`config.mk`:
```
export PLATFORM = sky130hd
export DESIGN_NAME = pela_ram
export DESIGN_NICKNAME = d
export VERILOG_FILES = /design/src/rtl/core/pela_ram.sv
export SDC_FILE = /design/constraint.sdc
export NUM_CORES = 1
export LEC_CHECK = 0
export ABC_CLOCK_PERIOD_IN_PS = 1500
export BUFFER_PORTS_ARGS = -buffer_cell sky130_fd_sc_hd__buf_2
export CAP_MARGIN = 30
export CORE_AREA = 3 3 102 104
export CTS_BUF_LIST = sky130_fd_sc_hd__clkbuf_8
export DETAILED_ROUTE_END_ITERATION = 8
export DIE_AREA = 0 0 105 107
export PLACE_DENSITY = 0.74
export SYNTH_ARGS = -nofsm -noshare
export SYNTH_HDL_FRONTEND = slang
export SYNTH_SLANG_ARGS = --single-unit
```
`constraint.sdc`:
```
create_clock -name i_clk -period 1.5 [get_ports i_clk]
set_input_delay 0 -clock i_clk [delete_from_list [all_inputs] [get_ports i_clk]]
set_output_delay 0 -clock i_clk [all_outputs]
set_load 0.005 [all_outputs]
```
`src/rtl/core/pela_ram.sv`:
```
// ============================================================================
// pela_ram
// Generic simple dual-port RAM, one write and one registered read port.
// ============================================================================
module pela_ram #(
    parameter int WIDTH = 8,
    parameter int DEPTH = 16
) (
    input  logic                     i_clk,
    input  logic                     i_we,
    input  logic [$clog2(DEPTH)-1:0] i_waddr,
    input  logic [WIDTH-1:0]         i_wdata,
    input  logic                     i_re,
    input  logic [$clog2(DEPTH)-1:0] i_raddr,
    output logic [WIDTH-1:0]         o_rdata
);

    logic [WIDTH-1:0] r_mem [DEPTH];
    logic [WIDTH-1:0] r_rdata;

    always_ff @(posedge i_clk) begin
        if (i_we) begin
            r_mem[i_waddr] <= i_wdata;
        end
        if (i_re) begin
            r_rdata <= r_mem[i_raddr];
        end
    end

    assign o_rdata = r_rdata;

endmodule

```
# After elaboration in Yosys (flattened, before gate mapping)
# Memory sizes are Yosys's and may differ from the RTL's. A register that Yosys moved wholly into a read port is not among the register bits.
# Index checks and enable logic that the tools add are counted.
[classes]
n_mul = 0
addsub = 0
div_mod_pow = 0
shifts = 0
mux = 2
n_bitwise = 0
eq_ne = 0
n_reduce_logical = 0
n_lt_le_gt_ge = 0
[op_table]
columns = ["cell", "n"]
rows = [
  ["2-to-1 mux 1 bit", 2],
]
[totals]
word_cells = 3
input_bits = 19
register_bits = 0
latch_bits = 0
output_inout_bits = 8
ram_bits = 128
rom_bits = 0
mem_count = 1
[mem_list]
columns = ["name", "words", "word_bits", "rd", "rd_clocked_by_memory_dff", "wr", "line_no", "source"]
rows = [
  ["r_mem", 16, 8, 1, 1, 1, "18", "logic [WIDTH-1:0] r_mem [DEPTH];"],
]

# Longest topological paths before layout
[depth]
ltp_word = 2
depth_mapped = 5
depth_no_buf = 3

# Worst setup path after synthesis
# OpenSTA, ideal clock, no wires.
[synth_path]
kind = "in2reg"
startpoint = "input port i_waddr[2]"
endpoint = "memory r_mem[0][0], enable pin"
path_buffers = 0
t_required_ns = 1.117
setup_ns = 0.383
stages = 2
arrival_ns = 1.110
slack_ns = 0.007
path_cell_list = "or3b_2 nor3_1"
[synth_rtl]
columns = ["item", "line_no", "source"]
rows = [
  ["start, declared", "11", "input logic [$clog2(DEPTH)-1:0] i_waddr,"],
  ["end, declared", "18", ""],
]
# Straight into the memory's write port.

==> run metrics <==
multi-input combinational cell area about 0.0011 sq mm; clock slew at reported path FFs 0.08 ns; Buf/Inv on CP 0; worst slew pin tran around 0.41 ns; logic gate share of total power 0.052; TritonCTS Buffers 17; core area roughly 0.0096 sq mm; Vias 2545; P_int around 6.6 mW; Die X about 110 microns; family with the most delay on the worst path multiplexers; fmax approximately 700 MHz; sequence of cells on the critical path mux4_2 > a22oi_1 > nand2_1; Sw Share 0.191; wire per inst 22.1 microns; largest net degree at the start of global routing 33; clk buf depth 2; CTS root buffer clkbuf_8; TritonCTS clock tree yes; Global Route Usage Sum 0.196; Sink Count between 100 and 150; worst skew pair latency around 0.43 ns; switching pwr around 1.6 mW; critical path required time approximately 1.7 ns; # setup viols final 0; post-synthesis instance total 229; ANT cells 0; Clk pwr share 0.421; Hold Path Class input port to register; arrival time at the worst endpoint roughly 1.6 ns; Routed Antenna Nets 0; FF+latch area approximately 0.0041 sq mm; fin crit share 0.957; final worst slack 0.0652 ns; GPL Wtd Cong 0.722; share of layout cells above drive strength 1 0.327; Cell Rows 36; die area roughly 0.011 sq mm; Layout Skew between 0.008 and 0.009 ns; status finished, final reports clean; vias in the first global route 2618; Power Density ~1300 mW/mm^2; Fin Hold WS about 0.13 ns; unrepaired setup endpoints after global routing no; Post-CTS Setup Bufs 0; Max transition margin 0.723; worst vdd ir ~690 uV; pins over their slew limit 0; Mapped Nets between 200 and 250; DRT Wirelength around 9900 microns; DR iter-0 viols about 280; Detailed Routing Iterations Pass 1 4; initial antenna violation count 0; vias per cell between 5 and 6; first-pass GRT wire length approximately 16000 microns; final hold viol count 0; # fillers around 630; Max Cap Viol 0; Post-Layout Cell Count between 400 and 500; Nets ~320; Cell variety after synth 18; leakage around 2.1 nW; Total Power between 8 and 9 mW; P&R area growth vs syn 19.3%; kind of critical path register to register; CTS H-tree lvls 4; Crit Path Max Fanout 1; cell area after synthesis approximately 0.0052 sq mm; # IOs 27; largest area contributor in the netlist edfxtp_1; CP Capture Type register; CP max stage delay about 0.48 ns; #FFs+latches synth ~140; DP HPWL slightly above 6000 microns; final core utilization 0.647; sequential share of power 0.527; pre-CTS WS -0.0462 ns; dpl cells ~410; grt total ovfl 0; sequential share of the synthesized area 0.781; Final min period 1.43 ns; Remaining DRCs 0; Synth Area per Inst roughly 23 sq um; Synth top area share 0.781; top cells by area, synth edfxtp_1 78%, mux4_2 7.8%, mux4_1 7.0%, a22oi_1 2.3%, nor2_1 0.93%; slowest stage cell, crit path mux4_2; Die Height ~110 microns; PortBufs 26; startpoint class of the critical path register; Initial Util 0.542; Ys Warns 0
## sequential cells by signal (all words and copies together) (netlist names)
register  flops
o_rdata       8
r_mem       128
## per-layer routing
metal | global-route usage | up-vias | share of wire
met2 | 0.296 | 89 | 0.50
met1 | 0.275 | 1326 | 0.42
met5 | 0 | - | 0
li1 | - | 1124 | -
met4 | 0.0703 | 0 | 0.0092
met3 | 0.0590 | 6 | 0.067
## path summary, 6_finish.rpt
| kind | cells past startpoint | end | start | slack, ns |
|---|---|---|---|---|
| setup / recovery | 3 | o_rdata[4] | r_mem[3][4] | 0.07 |
| hold / removal | 3 | r_mem[4][1] | i_waddr[0] | 0.13 |
| setup reg to reg | 3 | o_rdata[4] | r_mem[3][4] | 0.07 |
| hold reg to reg | 3 | o_rdata[4] | r_mem[12][4] | 0.75 |
## cell usage in the layout (no fill, tap or decap), types with 6 or more instances in the layout
cell type        n
dlygate4sd3_1    9
clkbuf_8        17
edfxtp_1       136
buf_4           27
nor2_1          13
buf_2           26
bufinv_16        6
mux4_2          19
mux4_1          13
a22oi_1         15
nand2_1          9
## final cells by class
| class | count | area share |
|---|---|---|
| Clock buffer | 17 | 0.0375 |
| Clock inverter | 15 | 0.0373 |
| Multi-Input combinational cell | 83 | 0.170 |
| Sequential cell | 136 | 0.655 |
| Tap cell | 133 | 0.0267 |
| Timing Repair Buffer | 64 | 0.0742 |
## Yosys cell counts (all sizes together)
master	n
a22oi	16
nor3	4
or3b	1
buf	7
nand2b	2
and2b	1
nand3	1
edfxtp	136
and2	1
mux4	32
nand3b	2
clkdlybuf4s25	3
nor2	13
nand2	9
nor2b	1
## power by group through the flow
stage	registers (mW)	logic [mW]	clock network (mW)
2_1_floorplan	4.38	0.216	0
3_3_place_gp	4.38	0.394	0
3_5_place_dp	4.38	0.407	0
4_1_cts	4.30	0.426	3.50
5_1_grt	4.30	0.464	3.66
6_report	4.30	0.426	3.43
## cells by family after synthesis
family | count (synthesis) | synth area share
compound gates | 16 | 0.0230
mux | 32 | 0.148
flops | 136 | 0.781
buf+inv | 10 | 0.0165
simple gates | 35 | 0.0314
## what timing repair did
item	in CTS	in global routing
hold buffers	9	0
gates resized for setup	0	2
endpoints found under the hold margin	136	0
endpoints found under the setup margin	0	2
## worst register-to-register path, stage by stage, from the launching register on
cell	delay, ns
edfxtp_1	0.37
mux4_2	0.48
a22oi_1	0.27
nand2_1	0.08
## stage by stage
step	setup TNS, ns	cell area [sq um]
final	0	6240
after global routing	0	6240
after CTS	0	6240
after detailed placement	-0.0939	5680
after global placement	0	5680
after floorplan	0	5230
No activity file was read; power rests on OpenSTA's default activity.
