File: config.mk
export PLATFORM = sky130hd
export DESIGN_NAME = pela_ctrl
export DESIGN_NICKNAME = d
export VERILOG_FILES = /design/src/rtl/core/pela_pkg.sv /design/src/rtl/core/pela_ctrl.sv
export SDC_FILE = /design/constraint.sdc
export NUM_CORES = 1
export LEC_CHECK = 0
export ABC_AREA = 1
export ABC_CLOCK_PERIOD_IN_PS = 2150
export BUFFER_PORTS_ARGS = -buffer_cell sky130_fd_sc_hd__buf_2
export CAP_MARGIN = 30
export CORE_AREA = 2 2 39 41
export CTS_CLUSTER_DIAMETER = 80
export DETAILED_ROUTE_END_ITERATION = 8
export DIE_AREA = 0 0 41 43
export SYNTH_ARGS = -nofsm -noshare
export SYNTH_HDL_FRONTEND = slang
export SYNTH_SLANG_ARGS = --single-unit
File: constraint.sdc
create_clock -name i_clk -period 2.15 [get_ports i_clk]
set_input_delay 0.43 -clock i_clk [delete_from_list [all_inputs] [get_ports i_clk]]
set_output_delay 0.43 -clock i_clk [all_outputs]
set_load 0.05 [all_outputs]
File: src/rtl/core/pela_pkg.sv
// ============================================================================
// pela_pkg
// Shared types and constants of the packet event log aggregator.
// ============================================================================
package pela_pkg;

    // Table geometry
    localparam int DEPTH  = 256;
    localparam int IDX_W  = $clog2(DEPTH);
    localparam int CNT_W  = $clog2(DEPTH + 1);

    // Field widths fixed by the interface
    localparam int SLOT_W = 8;
    localparam int FILL_W = 9;
    localparam int STAT_W = 3;

    // Result status codes
    localparam logic [STAT_W-1:0] STAT_IGNORED  = 3'd0;
    localparam logic [STAT_W-1:0] STAT_MERGED   = 3'd1;
    localparam logic [STAT_W-1:0] STAT_APPENDED = 3'd2;
    localparam logic [STAT_W-1:0] STAT_FULL     = 3'd3;
    localparam logic [STAT_W-1:0] STAT_CLEARED  = 3'd4;

    localparam logic        MODE_CLEAR       = 1'b1;
    localparam logic [31:0] EXCL_SRC_RESET   = 32'h7F00_0001;
    localparam logic [31:0] HITS_MAX         = 32'hFFFF_FFFF;

    typedef struct packed {
        logic              mode;
        logic [31:0]       event_time;
        logic [7:0]        protocol;
        logic [7:0]        verdict;
        logic [7:0]        hook;
        logic [31:0]       source_address;
        logic [31:0]       dest_address;
        logic [15:0]       source_port;
        logic [15:0]       dest_port;
        logic signed [7:0] cause;
    } t_in_item;

    typedef struct packed {
        logic [STAT_W-1:0] status;
        logic [SLOT_W-1:0] entry_slot;
        logic [31:0]       entry_hits;
        logic [FILL_W-1:0] fill_level;
    } t_out_item;

    // Match key of one table entry
    typedef struct packed {
        logic [7:0]        protocol;
        logic [7:0]        verdict;
        logic [7:0]        hook;
        logic [31:0]       source_address;
        logic [31:0]       dest_address;
        logic [15:0]       source_port;
        logic [15:0]       dest_port;
        logic signed [7:0] cause;
    } t_key;

    // One table entry as held in memory
    typedef struct packed {
        logic [31:0] event_time;
        logic [31:0] hits;
        t_key        key;
    } t_entry;

    typedef enum logic [1:0] {
        S_IDLE,
        S_SCAN,
        S_DONE
    } t_state;

    // Datapath to controller
    typedef struct packed {
        logic bypass;    // item resolves without a table search
        logic scan_end;  // search decided (hit, append or full)
        logic out_free;  // output register can take a result
    } t_stat;

    // Controller to datapath
    typedef struct packed {
        logic in_ready;
        logic scanning;
        logic push;
    } t_ctrl;

    function automatic t_key key_of(input t_in_item it);
        t_key k;
        k.protocol       = it.protocol;
        k.verdict        = it.verdict;
        k.hook           = it.hook;
        k.source_address = it.source_address;
        k.dest_address   = it.dest_address;
        k.source_port    = it.source_port;
        k.dest_port      = it.dest_port;
        k.cause          = it.cause;
        return k;
    endfunction

endpackage

File: src/rtl/core/pela_ctrl.sv
// ============================================================================
// pela_ctrl
// Item sequencer: accept, table search, result hand-off.
// ============================================================================
module pela_ctrl (
    input  logic           i_clk,
    input  logic           i_rst_n,
    input  logic           i_in_valid,
    input  pela_pkg::t_stat i_stat,
    output pela_pkg::t_ctrl o_ctrl
);

    pela_pkg::t_state r_state;
    pela_pkg::t_state n_state;

    always_ff @(posedge i_clk) begin
        if (!i_rst_n) begin
            r_state <= pela_pkg::S_IDLE;
        end else begin
            r_state <= n_state;
        end
    end

    // Next state
    always_comb begin
        n_state = r_state;
        case (r_state)
            pela_pkg::S_IDLE: begin
                if (i_in_valid) begin
                    n_state = i_stat.bypass ? pela_pkg::S_DONE : pela_pkg::S_SCAN;
                end
            end
            pela_pkg::S_SCAN: begin
                if (i_stat.scan_end) begin
                    n_state = pela_pkg::S_DONE;
                end
            end
            pela_pkg::S_DONE: begin
                if (i_stat.out_free) begin
                    n_state = pela_pkg::S_IDLE;
                end
            end
            default: begin
                n_state = pela_pkg::S_IDLE;
            end
        endcase
    end

    // Outputs
    always_comb begin
        o_ctrl = '0;
        case (r_state)
            pela_pkg::S_IDLE: o_ctrl.in_ready = 1'b1;
            pela_pkg::S_SCAN: o_ctrl.scanning = 1'b1;
            pela_pkg::S_DONE: o_ctrl.push     = i_stat.out_free;
            default:          o_ctrl          = '0;
        endcase
    end

endmodule

Word-level counts from Yosys, hierarchy flattened --
Cells that the tools add are included.
Cells by class: equal/unequal tests 5, multiplexer cells 8, reductions and logical operators 2
Operator list (count):
- 2-bit two-way mux | 4
- 2-bit != test, second input constant | 3
- 2-bit case mux with 3 select lines | 1
- 1-bit two-way mux | 3
- 3-bit AND reduction | 1
- 2-bit by 1-bit equality test with 1-bit output, second input constant | 1
- 2-bit equality test, second input constant | 1
- 2-bit zero test | 1
Storage, ports and cells: register bits after elaboration 2, logic and storage cells 16, input bits 6, output and inout port bits 3

Longest topological paths before layout --
Gate-level depths: netlist of run 1.
depth after elaboration 3, depth in mapped cells 5, mapped depth without buffers 5

Least setup slack after synthesis of run 1 --
Ideal clock, no wire load.
path type register to output, start point reg r_state[0], end point out o_ctrl[1] (netlist name), setup slack 0.648 ns, stages on the path, launching flop included 3, buffers on the path 0, arrival 1.072 ns, required time 1.720 ns, cell sequence dfxtp_1 > inv_1 > nor2_1
RTL lines:
- from (decl) | line pela_ctrl.sv:13 | pela_pkg::t_state r_state;
- from (signal assigned) | line pela_ctrl.sv:18 | r_state <= pela_pkg::S_IDLE;
- from (signal assigned) | line pela_ctrl.sv:20 | r_state <= n_state;
- to (decl) | line pela_ctrl.sv:10 | output pela_pkg::t_ctrl o_ctrl

==> flow_summary.json, run 1 <==
{
  "reg.largest.list": "r_state: 2 flops",
  "ys_ff_latch": 2,
  "startpoint_type": "register",
  "tightest_slew_ps": 248,
  "dr.first_iter.drc_count": 3,
  "cts-resized-gates": 0,
  "cap_violations": 0,
  "place_area_sq_um": 198,
  "ctsHoldBuffers": 0,
  "final_area_sq_um": 220,
  "avgSynthCellArea_sq_um": 6.55,
  "r2r_slack_ps": 1300,
  "synthAdderAreaFrac_pct": 0,
  "tritoncts": "done",
  "synth_top_family_by_area": "simple AND/OR/NAND/NOR gates",
  "antenna_found_initial": 0,
  "synth-compound-area-share_pct": 3.64,
  "antenna_cells": 0,
  "path_max_fanout": 4,
  "crit_cells": 3,
  "slowest_stage": "dfxtp_1",
  "ys.flop_type": "dfxtp_1",
  "layout.area.seq_sq_um": 40.0,
  "place.gp.congestion": 0.489,
  "worstPathArrival_ps": 1040,
  "fp.dieW_um": 41,
  "root_buffer": "clkbuf_4",
  "track_usage_pct": 4.30,
  "pin_count": 9,
  "die_area_sq_um": 1760,
  "synth_area_sq_um": 138,
  "synth_area_leaders": "dfxtp_1 (29%), inv_1 (14%), nand2_2 (9.1%)",
  "drc": 0,
  "clkSlewWorstSetupHoldPaths_ps": 30,
  "numCtsBuffers": 3,
  "seq_area_frac_synth_pct": 29.1,
  "slew-limit-headroom_pct": 83.6,
  "fin_crit_sh_pct": 68.3,
  "htree_num_levels": 1,
  "num-nets-final": 40,
  "skew_ps": 2.00,
  "drtPass1Iterations": 2,
  "p_leak_nw": 0.124,
  "grt_pass1_wl_um": 414,
  "synthSimpleGateAreaFrac_pct": 53.6,
  "setup_viol": 0,
  "peakVddDrop_mv": 0.123,
  "regMostFlops": "r_state",
  "largest_register_ffs": 2,
  "min_period_ps": 1470,
  "multiInputGateArea_sq_um": 78.8,
  "power_w": 0.000198,
  "hold_viol": 0,
  "fill_cells": 156,
  "yosys-top-cells-count": "inv_1 (5), nor2_1 (3), dfxtp_1 (2), nand2_2 (2), nor2_2 (2)",
  "yosysTopAreaCellShare_pct": 29.1,
  "hold_start": "i_rst_n",
  "yosysMostFrequentCell": "inv_1",
  "synth_cells": 21,
  "synth_top_area_cell": "dfxtp_1",
  "design.core.area_sq_um": 1380,
  "synth_warnings": 0,
  "min_path_type": "in2reg",
  "async_reset_ff_share_pct": 0,
  "finalWirelength_um": 307,
  "ff2ff_path_depth": 5,
  "path_delay_family": "buffers and inverters",
  "gr-total-overflow": 0,
  "path_buf_inv": 2,
  "grt_pass1_vias": 125,
  "setup_slack_ps": 681,
  "holdPathStages": 3,
  "post-dp-hpwl_um": 235,
  "clockBufferDepth": 2,
  "antenna_left": 0,
  "synth_edf_count": 0,
  "grt_setup_unrepaired": "no",
  "crit_path_max_incr_delay_ps": 330,
  "yosys-mux-area-fraction_pct": 0,
  "area_delta_synth_final_pct": 60.0,
  "p_per_area_nw_per_um2": 899,
  "synth_xor_area_share_pct": 0,
  "hold_ws_ps": 448,
  "slew_violations": 0,
  "num_vias": 160,
  "die-height_um": 43,
  "rr_endpoint": "r_state[0]$_SDFFE_PN0P_",
  "status": "finished, final reports clean",
  "post-cts-setup-buffers": 0,
  "place.port_buffers": 8,
  "grt_start_max_net_pins": 6,
  "required_ps": 1720,
  "start_util_pct": 9.95,
  "holdPathEnd": "r_state[0]$_SDFFE_PN0P_",
  "drive_above_1_share_pct": 50.0,
  "critPathKind": "reg2out",
  "yosys.cell_types.count": 12,
  "tns_ps": 0,
  "crit_path_end_kind": "output pin",
  "syn_nets": 27,
  "avgViaCountPerCell": 3.33,
  "num_rows": 14,
  "wl_per_cell_um": 6.40,
  "clk_latency_ps": 220,
  "fmax_ghz": 0.681,
  "clkSinkCount": 2,
  "worstReg2RegStart": "r_state[1]$_SDFFE_PN0P_",
  "pre_cts_ws_ps": 811,
  "cp_cell_sequence": "inv_1, and3_1, buf_2"
}
[cell usage in the layout, fill, tap and decap left out, types with 2 or more instances in the layout]
master    n
inv_1     5
dfxtp_1   2
nor2_2    2
nand2_2   2
nor2_1    3
clkbuf_4  3
buf_2     8
[routing by layer]
layer	up-vias	wire, um	track usage (%)
li1	87	-	-
met1	66	128	2.87
met2	7	154	5.00
met3	0	24	4.71
met4	0	0	6.00
met5	-	0	0
[power breakdown]
group	total, W	internal (W)	switching [W]
Combinational	0.0000673	0.0000202	0.0000471
Sequential	0.0000477	0.0000421	0.00000557
Clock	0.0000830	0.0000616	0.0000213
[cell type report]
| cell class | count | share of cell area (%) |
|---|---|---|
| clock buffer | 3 | 10.2 |
| inverter | 5 | 8.52 |
| multi-input combinational | 14 | 35.8 |
| sequential | 2 | 18.2 |
| tap | 16 | 9.09 |
| timing repair buffer | 8 | 18.2 |
[cell families after synthesis]
kind of cell | after synthesis
DFF | 2
AOI/OAI and AO/OA | 1
buffers and inverters | 5
and+or+nand+nor | 13
[how the worst max path moves through the flow]
stage,from,endpoint
CTS,r_state[1]$_SDFFE_PN0P_,o_ctrl[0]
finish,r_state[0]$_SDFFE_PN0P_,o_ctrl[0]
global placement,i_stat[0],o_ctrl[0]
floorplan,r_state[0]$_SDFFE_PN0P_,o_ctrl[1]
detailed placement,i_stat[0],o_ctrl[0]
global route,r_state[1]$_SDFFE_PN0P_,o_ctrl[0]
[stage by stage]
stage               cells  util, %
floorplan              21        -
global placement       45     14.3
detailed placement     45     14.3
CTS                    48     15.9
global route           48     15.9
finish                 48     15.9
[worst reg2reg max path: stages, from the launching register on]
cell and delay [ps]:
dfxtp_1 390, inv_1 70, nand3b_1 120, nand3_2 80, nand2_2 60, nor2_2 30
Power figures use the tool's default switching activity.
==> inputs of run 2 (changes only) <==
--- a/config.mk
+++ b/config.mk
@@ -5,8 +5,8 @@
 export SDC_FILE = /design/constraint.sdc
 export NUM_CORES = 1
 export LEC_CHECK = 0
-export ABC_AREA = 1
-export ABC_CLOCK_PERIOD_IN_PS = 2150
+export ABC_AREA = 0
+export ABC_CLOCK_PERIOD_IN_PS = 1300
 export BUFFER_PORTS_ARGS = -buffer_cell sky130_fd_sc_hd__buf_2
 export CAP_MARGIN = 30
 export CORE_AREA = 2 2 39 41
==> constraint.sdc (replaced) <==
create_clock -name i_clk -period 1.3 [get_ports i_clk]
set_input_delay 0.26 -clock i_clk [delete_from_list [all_inputs] [get_ports i_clk]]
set_output_delay 0.26 -clock i_clk [all_outputs]
set_load 0.05 [all_outputs]
==> run 2 against run 1 <==
  * Synthesized cell count fell by 33%
  * Critical path depth fell by 1
  * Clock skew fell by 1.7 ps
  * Hold slack got worse by 170 ps
  * Global-route usage rose by 0.60 points
  * Critical endpoint is now o_ctrl[1]
==> flow_summary.json, run 2 <==
{
  "final_cell_mix": "buf_2 (6), clkbuf_4 (3), buf_4 (2), dfxtp_2 (2)",
  "slew-limit-headroom_pct": 83.6,
  "startpoint_type": "register",
  "power_w": 0.000266,
  "reg.largest.list": "r_state: 2 flops",
  "hold_viol": 0,
  "slew_violations": 0,
  "yosys-top-cells-count": "dfxtp_1 (2), nor2_1 (2)",
  "required_ps": 1040,
  "yosysTopAreaCellShare_pct": 32.7,
  "grt_setup_unrepaired": "no",
  "p_per_area_nw_per_um2": 1220,
  "area_delta_synth_final_pct": 77.6,
  "antenna_cells": 0,
  "fp.dieW_um": 41,
  "synth_edf_count": 0,
  "p_leak_nw": 0.0988,
  "num_rows": 14,
  "synth_area_sq_um": 123,
  "ys.flop_type": "dfxtp_1",
  "ff2ff_path_depth": 2,
  "clkSinkCount": 2,
  "root_buffer": "clkbuf_4",
  "critPathKind": "reg2out",
  "skew_ps": 0.267,
  "min_period_ps": 1190,
  "setup_viol": 0,
  "drtPass1Iterations": 3,
  "cap_violations": 0,
  "place_area_sq_um": 188,
  "status": "finished, final reports clean",
  "tns_ps": 0,
  "multiInputGateArea_sq_um": 87.6,
  "clkSlewWorstSetupHoldPaths_ps": 30,
  "clockBufferDepth": 2,
  "synth_warnings": 0,
  "gr-total-overflow": 0,
  "drt-met1-wl_um": 100,
  "seq_area_frac_synth_pct": 32.7,
  "place.gp.congestion": 0.603,
  "min_path_type": "in2reg",
  "slowest_stage": "dfxtp_2",
  "grt_start_max_net_pins": 9,
  "grt_pass1_wl_um": 462,
  "crit_path_max_incr_delay_ps": 370,
  "path_delay_family": "flip-flops",
  "synth_top_area_cell": "dfxtp_1",
  "yosys.cell_types.count": 12,
  "tightest_slew_ps": 247,
  "fin_crit_sh_pct": 91.8,
  "highest_layer": "met3",
  "synth_cells": 14,
  "num_vias": 140,
  "synth_area_leaders": "dfxtp_1 (33%), and4bb_1 (10%), and3b_1 (7.1%)",
  "post-cts-setup-buffers": 0,
  "design.core.area_sq_um": 1380,
  "die-height_um": 43,
  "async_reset_ff_share_pct": 0,
  "fmax_ghz": 0.838,
  "wl_met2_um": 181,
  "place.port_buffers": 8,
  "cp_cell_sequence": "nor2b_2, buf_4",
  "crit_path_end_kind": "output pin",
  "finalWirelength_um": 309,
  "fill_cells": 163,
  "die_area_sq_um": 1760,
  "drc": 0,
  "numCtsBuffers": 3,
  "holdPathStages": 2,
  "ctsHoldBuffers": 0,
  "syn_nets": 20,
  "dr.first_iter.drc_count": 3,
  "worstPathArrival_ps": 930,
  "layout.area.seq_sq_um": 42.5,
  "antenna_found_initial": 0,
  "mostFrequentLayoutCell": "buf_2",
  "grt_pass1_vias": 137,
  "path_buf_inv": 1,
  "path_max_fanout": 8,
  "avgSynthCellArea_sq_um": 8.76,
  "largest_register_ffs": 2,
  "wl_met3_um": 28,
  "num-nets-final": 33,
  "pin_count": 9,
  "wl_per_cell_um": 7.54,
  "crit_cells": 2,
  "regMostFlops": "r_state",
  "final_area_sq_um": 218,
  "clk_latency_ps": 220,
  "drive_above_1_share_pct": 60.0,
  "avgViaCountPerCell": 3.41,
  "peakVddDrop_mv": 0.167,
  "tritoncts": "done",
  "ys_ff_latch": 2,
  "htree_num_levels": 1,
  "track_usage_pct": 4.90,
  "start_util_pct": 8.86,
  "antenna_left": 0
}
[run 2: kinds of logic (layout without fill, tap and decap cells)]
logic type,Yosys count,in the layout,synth area share (%)
flops,2,2,32.7
compound gates,2,2,11.2
buf+inv,0,11,0
simple gates,10,10,56.1
[run 2: power by group]
part           internal [W]  switching (W)
Sequential        0.0000671     0.00000660
Combinational     0.0000233      0.0000348
Clock              0.000102      0.0000329
Total              0.000192      0.0000744
[run 2: worst reg2reg max path: cells and delay by family (launching register included)]
family | cells | cell delay [ps]
AO/OA/AOI/OAI | 1 | 170
flip-flops | 1 | 340
AND/OR/NAND/NOR | 1 | 370
[run 2: repair_timing]
| action | CTS | global route |
|---|---|---|
| endpoints found under the setup margin | 2 | 2 |
| gates cloned | 0 | 0 |
| gates resized for setup | 2 | 2 |
[run 2: cell type report]
cell class                      instances  area share [%]
Timing Repair Buffer                    8            20.7
Clock buffer                            3            10.3
Sequential cell                         2            19.5
Multi-Input combinational cell         12            40.2
Tap cell                               16            9.20
[run 2: through the flow]
stage | std cells | setup WS, ps | util, % | hold WS (ps)
finish | 41 | 107 | 15.7 | 278
global route | 41 | 35.4 | 15.7 | 287
CTS | 41 | 7.37 | 15.6 | 277
detailed placement | 38 | 194 | 13.6 | 512
global placement | 38 | 202 | 13.6 | 508
floorplan | 14 | 30.6 | - | 388
[run 2: final timing paths]
check,from,end,slack [ps]
setup / recovery,r_state[0]$_SDFFE_PN0P_,o_ctrl[1],110
hold / removal,i_rst_n,r_state[1]$_SDFFE_PN0P_,280
setup reg to reg,r_state[0]$_SDFFE_PN0P_,r_state[0]$_SDFFE_PN0P_,340
hold reg to reg,r_state[1]$_SDFFE_PN0P_,r_state[0]$_SDFFE_PN0P_,560
[run 2: routing by layer]
metal | vias to the layer above | GRT usage [%]
li1 | 72 | -
met1 | 65 | 2.23
met2 | 3 | 6.56
met3 | 0 | 4.71
met4 | 0 | 8.00
met5 | - | 0
